### config.mk
export PLATFORM = sky130hd
export DESIGN_NAME = manhattan_order_cell_scan
export DESIGN_NICKNAME = d
export VERILOG_FILES = /design/src/hdl/moc_pkg.sv /design/src/hdl/manhattan_order_cell_scan.sv /design/src/hdl/moc_step.sv /design/src/hdl/moc_seq.sv
export SDC_FILE = /design/constraint.sdc
export NUM_CORES = 1
export LEC_CHECK = 0
export ABC_AREA = 1
export BUFFER_PORTS_ARGS = -buffer_cell sky130_fd_sc_hd__buf_2
export CAP_MARGIN = 25
export CORE_ASPECT_RATIO = 0.9
export CORE_MARGIN = 2
export CORE_UTILIZATION = 55
export DETAILED_ROUTE_END_ITERATION = 8
export PLACE_DENSITY = 0.78
export SKIP_LAST_GASP = 1
export SYNTH_ARGS = -nofsm -noshare
export SYNTH_HDL_FRONTEND = slang
export SYNTH_SLANG_ARGS = --single-unit
### constraint.sdc
create_clock -name clock -period 11.05 [get_ports clock]
set_clock_uncertainty 0.15 [all_clocks]
set_input_delay 1.105 -clock clock [delete_from_list [all_inputs] [get_ports clock]]
set_output_delay 1.105 -clock clock [all_outputs]
set_load 0.02 [all_outputs]
### src/hdl/moc_pkg.sv
// Shared types and constants for the Manhattan-order cell scan.
package moc_pkg;

   localparam int MAX_SIDE = 64;
   localparam int ROW_W    = 6;
   localparam int SIZE_W   = 7;
   localparam int DIST_W   = 7;
   localparam int CSR_IDX_W  = 2;
   localparam int CSR_DATA_W = 7;

   localparam logic [CSR_IDX_W-1:0] CSR_GRID_ROWS  = 2'd0;
   localparam logic [CSR_IDX_W-1:0] CSR_GRID_COLS  = 2'd1;
   localparam logic [CSR_IDX_W-1:0] CSR_CENTER_ROW = 2'd2;
   localparam logic [CSR_IDX_W-1:0] CSR_CENTER_COL = 2'd3;

   localparam logic [SIZE_W-1:0] SIZE_MAX = SIZE_W'(MAX_SIDE);

   // scan position: distance, row, right-hand column pending
   typedef struct packed {
      logic [DIST_W-1:0] d;
      logic [ROW_W-1:0]  r;
      logic              side;
   } pos_type;

   // clamped geometry of the grid
   typedef struct packed {
      logic [SIZE_W-1:0] rows;
      logic [SIZE_W-1:0] cols;
      logic [ROW_W-1:0]  cr;
      logic [ROW_W-1:0]  cc;
      logic [DIST_W-1:0] maxd;
   } geom_type;

   // outcome of one step of the scan unit
   typedef struct packed {
      logic             exhausted;
      logic             found;
      logic [ROW_W-1:0] col;
      pos_type          nxt;
   } step_type;

endpackage

### src/hdl/manhattan_order_cell_scan.sv
// Top level of the Manhattan-order cell scan: configuration registers and sequencer.
//
// Usage: configure grid_rows, grid_cols, center_row and center_col through
// the csr_ write port (index 0..3) while the block is idle. Each item on the
// req_ channel (restart = 1 starts over at distance zero, 0 advances) gives
// exactly one item on the rsp_ channel: the next cell in order of distance
// to the centre, then row, then column, with last_cell on the final cell,
// or scan_done (other fields zero) once the grid is exhausted.
// Operation: a set-up step, then the step unit walks the candidate positions
// until it finds the cell, then walks on to look ahead for last_cell, then
// the result is registered; the walk is longer when many rows lie outside
// the current distance band. The single step unit sets the rate;
// req_ready is high only between items.
// The result sits in an output register, so the next item is taken while it
// waits; a stalled rsp_ready holds the following result in the sequencer.
// Reset (synchronous) restores the register defaults and the start of scan.
module manhattan_order_cell_scan (
   input  logic                              clock,
   input  logic                              reset,
   input  logic                              csr_wr_en,
   input  logic [moc_pkg::CSR_IDX_W-1:0]     csr_index,
   input  logic [moc_pkg::CSR_DATA_W-1:0]    csr_wdata,
   input  logic                              req_valid,
   output logic                              req_ready,
   input  logic                              req_restart,
   output logic                              rsp_valid,
   input  logic                              rsp_ready,
   output logic [moc_pkg::ROW_W-1:0]         rsp_cell_row,
   output logic [moc_pkg::ROW_W-1:0]         rsp_cell_col,
   output logic [moc_pkg::DIST_W-1:0]        rsp_cell_distance,
   output logic                              rsp_last_cell,
   output logic                              rsp_scan_done
);

   logic [moc_pkg::SIZE_W-1:0] grid_rows_ff, grid_rows_in;
   logic [moc_pkg::SIZE_W-1:0] grid_cols_ff, grid_cols_in;
   logic [moc_pkg::ROW_W-1:0]  center_row_ff, center_row_in;
   logic [moc_pkg::ROW_W-1:0]  center_col_ff, center_col_in;

   logic [moc_pkg::ROW_W-1:0]  rows_m1, cols_m1, span_r, span_c;
   moc_pkg::geom_type          geom;

   always_comb begin
      grid_rows_in  = grid_rows_ff;
      grid_cols_in  = grid_cols_ff;
      center_row_in = center_row_ff;
      center_col_in = center_col_ff;
      if (csr_wr_en) begin
         unique case (csr_index)
            moc_pkg::CSR_GRID_ROWS:  grid_rows_in  = csr_wdata;
            moc_pkg::CSR_GRID_COLS:  grid_cols_in  = csr_wdata;
            moc_pkg::CSR_CENTER_ROW: center_row_in = csr_wdata[moc_pkg::ROW_W-1:0];
            moc_pkg::CSR_CENTER_COL: center_col_in = csr_wdata[moc_pkg::ROW_W-1:0];
            default: ;
         endcase
      end
   end

   always_ff @(posedge clock) begin
      if (reset) begin
         grid_rows_ff  <= moc_pkg::SIZE_W'(1);
         grid_cols_ff  <= moc_pkg::SIZE_W'(1);
         center_row_ff <= '0;
         center_col_ff <= '0;
      end else begin
         grid_rows_ff  <= grid_rows_in;
         grid_cols_ff  <= grid_cols_in;
         center_row_ff <= center_row_in;
         center_col_ff <= center_col_in;
      end
   end

   // clamp sizes and centre, find the largest distance in the grid
   always_comb begin
      priority if (grid_rows_ff == '0)               geom.rows = moc_pkg::SIZE_W'(1);
      else if (grid_rows_ff > moc_pkg::SIZE_MAX)    geom.rows = moc_pkg::SIZE_MAX;
      else                                          geom.rows = grid_rows_ff;
      priority if (grid_cols_ff == '0)               geom.cols = moc_pkg::SIZE_W'(1);
      else if (grid_cols_ff > moc_pkg::SIZE_MAX)    geom.cols = moc_pkg::SIZE_MAX;
      else                                          geom.cols = grid_cols_ff;
      rows_m1 = moc_pkg::ROW_W'(geom.rows - moc_pkg::SIZE_W'(1));
      cols_m1 = moc_pkg::ROW_W'(geom.cols - moc_pkg::SIZE_W'(1));
      geom.cr = (center_row_ff > rows_m1) ? rows_m1 : center_row_ff;
      geom.cc = (center_col_ff > cols_m1) ? cols_m1 : center_col_ff;
      span_r  = (geom.cr > rows_m1 - geom.cr) ? geom.cr : rows_m1 - geom.cr;
      span_c  = (geom.cc > cols_m1 - geom.cc) ? geom.cc : cols_m1 - geom.cc;
      geom.maxd = {1'b0, span_r} + {1'b0, span_c};
   end

   moc_seq u_seq (
      .clock             (clock),
      .reset             (reset),
      .geom_cfg          (geom),
      .req_valid         (req_valid),
      .req_ready         (req_ready),
      .req_restart       (req_restart),
      .rsp_valid         (rsp_valid),
      .rsp_ready         (rsp_ready),
      .rsp_cell_row      (rsp_cell_row),
      .rsp_cell_col      (rsp_cell_col),
      .rsp_cell_distance (rsp_cell_distance),
      .rsp_last_cell     (rsp_last_cell),
      .rsp_scan_done     (rsp_scan_done)
   );

endmodule

### src/hdl/moc_step.sv
// Scan step unit: examines one candidate position and gives the next one.
module moc_step (
   input  moc_pkg::pos_type  pos,
   input  moc_pkg::geom_type geom,
   output moc_pkg::step_type step
);

   logic [moc_pkg::ROW_W-1:0]  dr;
   logic [moc_pkg::DIST_W-1:0] k;
   logic                       in_band;
   logic                       left_ok;
   logic                       right_ok;
   logic [moc_pkg::DIST_W:0]   right_sum;
   logic [moc_pkg::SIZE_W-1:0] row_inc;
   moc_pkg::pos_type           row_pos;

   always_comb begin
      dr        = (pos.r >= geom.cr) ? pos.r - geom.cr : geom.cr - pos.r;
      in_band   = {1'b0, dr} <= pos.d;
      k         = pos.d - {1'b0, dr};
      left_ok   = !pos.side && (k <= {1'b0, geom.cc});
      right_sum = {2'b00, geom.cc} + {1'b0, k};
      right_ok  = (k != '0) && (right_sum < {1'b0, geom.cols});

      row_inc = {1'b0, pos.r} + moc_pkg::SIZE_W'(1);
      if (row_inc >= geom.rows) begin
         row_pos.d    = pos.d + moc_pkg::DIST_W'(1);
         row_pos.r    = '0;
         row_pos.side = 1'b0;
      end else begin
         row_pos.d    = pos.d;
         row_pos.r    = row_inc[moc_pkg::ROW_W-1:0];
         row_pos.side = 1'b0;
      end

      step.exhausted = pos.d > geom.maxd;
      step.found     = 1'b0;
      step.col       = '0;
      step.nxt       = row_pos;
      if (!step.exhausted && in_band) begin
         if (left_ok) begin
            step.found = 1'b1;
            step.col   = geom.cc - k[moc_pkg::ROW_W-1:0];
            if (k != '0) begin
               step.nxt.d    = pos.d;
               step.nxt.r    = pos.r;
               step.nxt.side = 1'b1;
            end
         end else if (right_ok) begin
            step.found = 1'b1;
            step.col   = right_sum[moc_pkg::ROW_W-1:0];
         end
      end
   end

endmodule

### src/hdl/moc_seq.sv
// Scan sequencer: holds the scan position and drives the shared step unit.
module moc_seq (
   input  logic                        clock,
   input  logic                        reset,
   input  moc_pkg::geom_type           geom_cfg,
   input  logic                        req_valid,
   output logic                        req_ready,
   input  logic                        req_restart,
   output logic                        rsp_valid,
   input  logic                        rsp_ready,
   output logic [moc_pkg::ROW_W-1:0]   rsp_cell_row,
   output logic [moc_pkg::ROW_W-1:0]   rsp_cell_col,
   output logic [moc_pkg::DIST_W-1:0]  rsp_cell_distance,
   output logic                        rsp_last_cell,
   output logic                        rsp_scan_done
);

   localparam logic [1:0] ST_IDLE = 2'd0;
   localparam logic [1:0] ST_PREP = 2'd1;
   localparam logic [1:0] ST_FIND = 2'd2;
   localparam logic [1:0] ST_LOOK = 2'd3;

   logic [1:0]                 state_ff, state_in;
   moc_pkg::pos_type           cur_ff, cur_in;
   logic                       fin_ff, fin_in;
   moc_pkg::pos_type           walk_ff, walk_in;
   moc_pkg::geom_type          geom_ff, geom_in;
   logic [moc_pkg::ROW_W-1:0]  hit_row_ff, hit_row_in;
   logic [moc_pkg::ROW_W-1:0]  hit_col_ff, hit_col_in;
   logic [moc_pkg::DIST_W-1:0] hit_dist_ff, hit_dist_in;

   logic                       rsp_valid_ff, rsp_valid_in;
   logic [moc_pkg::ROW_W-1:0]  rsp_row_ff, rsp_row_in;
   logic [moc_pkg::ROW_W-1:0]  rsp_col_ff, rsp_col_in;
   logic [moc_pkg::DIST_W-1:0] rsp_dist_ff, rsp_dist_in;
   logic                       rsp_last_ff, rsp_last_in;
   logic                       rsp_done_ff, rsp_done_in;

   logic                       out_free;
   logic                       emit, emit_done, emit_last;
   moc_pkg::step_type          step;

   moc_step u_step (
      .pos  (walk_ff),
      .geom (geom_ff),
      .step (step)
   );

   assign out_free  = !rsp_valid_ff || rsp_ready;
   assign req_ready = (state_ff == ST_IDLE);

   always_comb begin
      state_in    = state_ff;
      cur_in      = cur_ff;
      fin_in      = fin_ff;
      walk_in     = walk_ff;
      geom_in     = geom_ff;
      hit_row_in  = hit_row_ff;
      hit_col_in  = hit_col_ff;
      hit_dist_in = hit_dist_ff;
      emit        = 1'b0;
      emit_done   = 1'b0;
      emit_last   = 1'b0;

      unique case (state_ff)
         ST_IDLE: begin
            if (req_valid) begin
               geom_in = geom_cfg;
               if (req_restart) begin
                  cur_in = '0;
                  fin_in = 1'b0;
               end
               state_in = ST_PREP;
            end
         end
         ST_PREP: begin
            if (fin_ff) begin
               if (out_free) begin
                  emit      = 1'b1;
                  emit_done = 1'b1;
                  state_in  = ST_IDLE;
               end
            end else begin
               // stored row may lie past a shrunken grid
               if ({1'b0, cur_ff.r} >= geom_ff.rows) begin
                  walk_in.d    = cur_ff.d + moc_pkg::DIST_W'(1);
                  walk_in.r    = '0;
                  walk_in.side = 1'b0;
               end else begin
                  walk_in = cur_ff;
               end
               state_in = ST_FIND;
            end
         end
         ST_FIND: begin
            if (step.exhausted) begin
               if (out_free) begin
                  emit      = 1'b1;
                  emit_done = 1'b1;
                  fin_in    = 1'b1;
                  state_in  = ST_IDLE;
               end
            end else if (step.found) begin
               hit_row_in  = walk_ff.r;
               hit_col_in  = step.col;
               hit_dist_in = walk_ff.d;
               cur_in      = step.nxt;
               walk_in     = step.nxt;
               state_in    = ST_LOOK;
            end else begin
               walk_in = step.nxt;
            end
         end
         ST_LOOK: begin
            if (step.exhausted) begin
               if (out_free) begin
                  emit      = 1'b1;
                  emit_last = 1'b1;
                  fin_in    = 1'b1;
                  state_in  = ST_IDLE;
               end
            end else if (step.found) begin
               if (out_free) begin
                  emit     = 1'b1;
                  state_in = ST_IDLE;
               end
            end else begin
               walk_in = step.nxt;
            end
         end
         default: state_in = ST_IDLE;
      endcase
   end

   always_comb begin
      rsp_valid_in = rsp_valid_ff;
      rsp_row_in   = rsp_row_ff;
      rsp_col_in   = rsp_col_ff;
      rsp_dist_in  = rsp_dist_ff;
      rsp_last_in  = rsp_last_ff;
      rsp_done_in  = rsp_done_ff;
      if (emit) begin
         rsp_valid_in = 1'b1;
         rsp_done_in  = emit_done;
         rsp_last_in  = emit_last;
         rsp_row_in   = emit_done ? '0 : hit_row_ff;
         rsp_col_in   = emit_done ? '0 : hit_col_ff;
         rsp_dist_in  = emit_done ? '0 : hit_dist_ff;
      end else if (rsp_ready) begin
         rsp_valid_in = 1'b0;
      end
   end

   always_ff @(posedge clock) begin
      if (reset) begin
         state_ff     <= ST_IDLE;
         cur_ff       <= '0;
         fin_ff       <= 1'b0;
         rsp_valid_ff <= 1'b0;
      end else begin
         state_ff     <= state_in;
         cur_ff       <= cur_in;
         fin_ff       <= fin_in;
         rsp_valid_ff <= rsp_valid_in;
      end
   end

   always_ff @(posedge clock) begin
      walk_ff     <= walk_in;
      geom_ff     <= geom_in;
      hit_row_ff  <= hit_row_in;
      hit_col_ff  <= hit_col_in;
      hit_dist_ff <= hit_dist_in;
      rsp_row_ff  <= rsp_row_in;
      rsp_col_ff  <= rsp_col_in;
      rsp_dist_ff <= rsp_dist_in;
      rsp_last_ff <= rsp_last_in;
      rsp_done_ff <= rsp_done_in;
   end

   assign rsp_valid         = rsp_valid_ff;
   assign rsp_cell_row      = rsp_row_ff;
   assign rsp_cell_col      = rsp_col_ff;
   assign rsp_cell_distance = rsp_dist_ff;
   assign rsp_last_cell     = rsp_last_ff;
   assign rsp_scan_done     = rsp_done_ff;

endmodule

==> run summary <==
YS warnings - 0
Mapped Nets - 1239
Most used DFF post-synth - edfxtp_1
Die span in x - 141.0 um
Fillers - 1361
MaxCap Viol Count - 0
GP Congestion - 0.9020
CTS H-tree lvls - 4
Input/output buffers - 37
Die Height - 127.3 um
Final Max Tran Viols - 0
Worst-Margin Slew - 755.5 ps
Synth top cells by count - 213 x inv_1, 161 x nand2_1, 99 x ha_1, 87 x edfxtp_1, 84 x nor2_1
Final Setup Violations - 0
Tightest Hold Check Type - flip-flop to flip-flop
Initial antenna violation count - 0
# hold bufs at CTS - 0
Wire per inst - 13.82 um
Clock Latency Late Sink - 420 ps
Ys async rst share - 0%
Met3 wire length - 1.196 mm
Hold Fails Final Rpt - 0
WL met1 - 9.033 mm
Clock buffer depth - 2
Largest net degree at the start of global routing - 39
Area grow syn2layout - 10.26%
Final setup margin - 4202 ps
Seq/Total Area, Yosys - 37.61%
Max-slew headroom - 49.51%
Fmax - 146.0 MHz
Grt total ovfl - 0
RSZ-0062 raised after global routing - no
CP startpoint - u_seq.walk_ff[5]
Top Layer Used - met4
CP required - 11210 ps
Synth Area per Inst - 8.301 sq um
Via total after detailed routing - 7406
Reg2reg path depth - 31
Area contributors post-synth - edfxtp_1 28%, ha_1 13%, dfxtp_1 9.5%
CTS tree - built
Clk slew on worst S/H paths - 60 ps
Post-layout min period - 6848 ps
Crit path DAT - 7010 ps
Startpoint Class - flip-flop
Dpl hpwl - 14.88 mm
Synthesis-stage register bit count - 131
Initial Utilization - 55.55%
TritonCTS Buffers - 17
Setup TNS - 0 ps
Nets - 1282
Die ar. - 0.01795 sq mm
Final period utilization - 61.97%
Syn Std Cell Area - 0.009289 sq mm
Crit-path max cell delay - 470 ps
First-pass GRT wire length - 32.09 mm
Initial DRC count - 590
Reg2reg setup slack - 4200 ps
Post-synth top area share - 28.13%
Yosys top cell by area - edfxtp_1
Row count - 45
DR WL met2 - 8.544 mm
# DRC - 0
Final ANT Viol Nets - 0
Critical path class - flip-flop to flip-flop
Via/cell ratio - 5.343
Reg2reg end - u_seq.cur_ff[6]
EDFF count, synth - 87
Root buffer cell - clkbuf_16
# IOs - 38
CP max stage cell - fa_1
Crit-path max FO - 23
Place WS - 4358 ps
GR Util All Layers - 22.36%
CTS resizes - 0
Crit end category - flip-flop
Pre-Repair DR Iteration Count - 5
Diodes inserted - 0
Clock net sink count - 131
Synth cell types - 54
Share of layout cells above drive strength 1 - 12.77%
Core Util, Final - 61.25%
R2r startpoint - u_seq.walk_ff[5]
Setup Buffers After CTS - 0
Total wire length - 19.15 mm
Syn Inst Count - 1119
Most used cell, CP - nand2_1
Critical path destination - u_seq.cur_ff[6]
Top-count cell post-synth - inv_1
Outcome - complete, no violations
Vias in the first global route - 6802
Core box area - 0.01672 sq mm
## per-layer routing
metal / global-route usage (%) / vias to the layer above
li1: - / 3785
met1: 30.67 / 3348
met2: 34.86 / 243
met3: 5.360 / 30
met4: 7.882 / 0
met5: 0 / -
## cell usage in the layout (no fill, tap or decap), types with 4 or more instances in the layout
master | Yosys | layout
a221oi_1 | 5 | 5
o21bai_1 | 7 | 7
a21oi_1 | 72 | 72
buf_4 | 3 | 7
ha_1 | 99 | 99
o21ai_1 | 13 | 13
nand4_1 | 13 | 13
o22ai_1 | 9 | 9
nand2_4 | 7 | 7
nand2_2 | 21 | 21
clkinv_2 | 0 | 4
inv_1 | 213 | 213
edfxtp_1 | 87 | 87
nand2_1 | 161 | 161
o21ai_2 | 6 | 6
nor2_2 | 11 | 11
nand3_2 | 11 | 11
o21ai_0 | 68 | 68
nand3_1 | 56 | 56
xor2_1 | 32 | 32
xnor2_1 | 12 | 12
a22oi_1 | 4 | 4
inv_2 | 8 | 8
buf_2 | 2 | 37
a211oi_1 | 5 | 5
dfxtp_1 | 44 | 44
fa_1 | 6 | 6
clkbuf_16 | 0 | 18
clkbuf_1 | 15 | 6
nor2_1 | 84 | 84
## state kept, by name (all words and copies together), names as in the netlist
signal and cells:
grid_rows_ff 7, center_row_ff 6, u_seq.cur_ff 14, u_seq.hit_row_ff 6, u_seq.rsp_valid 1, u_seq.hit_col_ff 6, u_seq.walk_ff 14, u_seq.rsp_cell_col 6
center_col_ff 6, u_seq.rsp_cell_row 6, u_seq.geom_ff 33, u_seq.hit_dist_ff 7, grid_cols_ff 7, u_seq.state_ff 2, u_seq.fin_ff 1, u_seq.rsp_cell_distance 7
u_seq.rsp_last_cell 1, u_seq.rsp_scan_done 1
## cells by family after synthesis
| group | synth area share (%) |
|---|---|
| simple gates | 19.92 |
| buf+inv | 9.927 |
| compound gates | 13.15 |
| flops | 37.61 |
| fa+ha+maj | 14.63 |
| xor+xnor | 4.445 |
| mux | 0.3233 |
## worst min path at each step
stage,start,end,slack [ps],cells after the start
floorplan,u_seq.cur_ff[0],u_seq.cur_ff[0],280,2
global placement,center_row_ff[5],center_row_ff[5],310,2
detailed placement,u_seq.cur_ff[0],u_seq.cur_ff[0],310,2
CTS,u_seq.cur_ff[0],u_seq.cur_ff[0],320,2
global route,grid_rows_ff[5],grid_rows_ff[5],340,2
finish,u_seq.cur_ff[0],u_seq.cur_ff[0],320,2
## through the flow
step	hold slack (ps)	instances	instance area [sq um]
2_1_floorplan	283.7	1119	9289
3_3_place_gp	309.4	1353	9694
3_5_place_dp	306.6	1354	9702
4_1_cts	317.6	1386	10240
5_1_grt	342.3	1386	10240
6_report	319.1	1386	10240
## cell type report
type	instances	area [sq um]	area share, %
inverters	222	833.3	8.136
flip-flops and latches	131	3493	34.11
multi-input cells	746	4873	47.58
repair buffers	44	237.7	2.321
clock inverters	5	26.28	0.2565
clock buffers	27	514.2	5.021
well taps	211	264.0	2.578
## worst max-delay path: cells and delay by family (launching register included)
family	cells	cell delay [ps]
simple gates	12	1670
fa+ha+maj	4	1530
compound gates	7	1320
buf+inv	5	790
xor+xnor	2	580
flops	1	450
mux	1	250
Power is left out: the tool's default activity adds up to more than one toggle a clock period on the data nets, which glitch-free logic cannot reach.
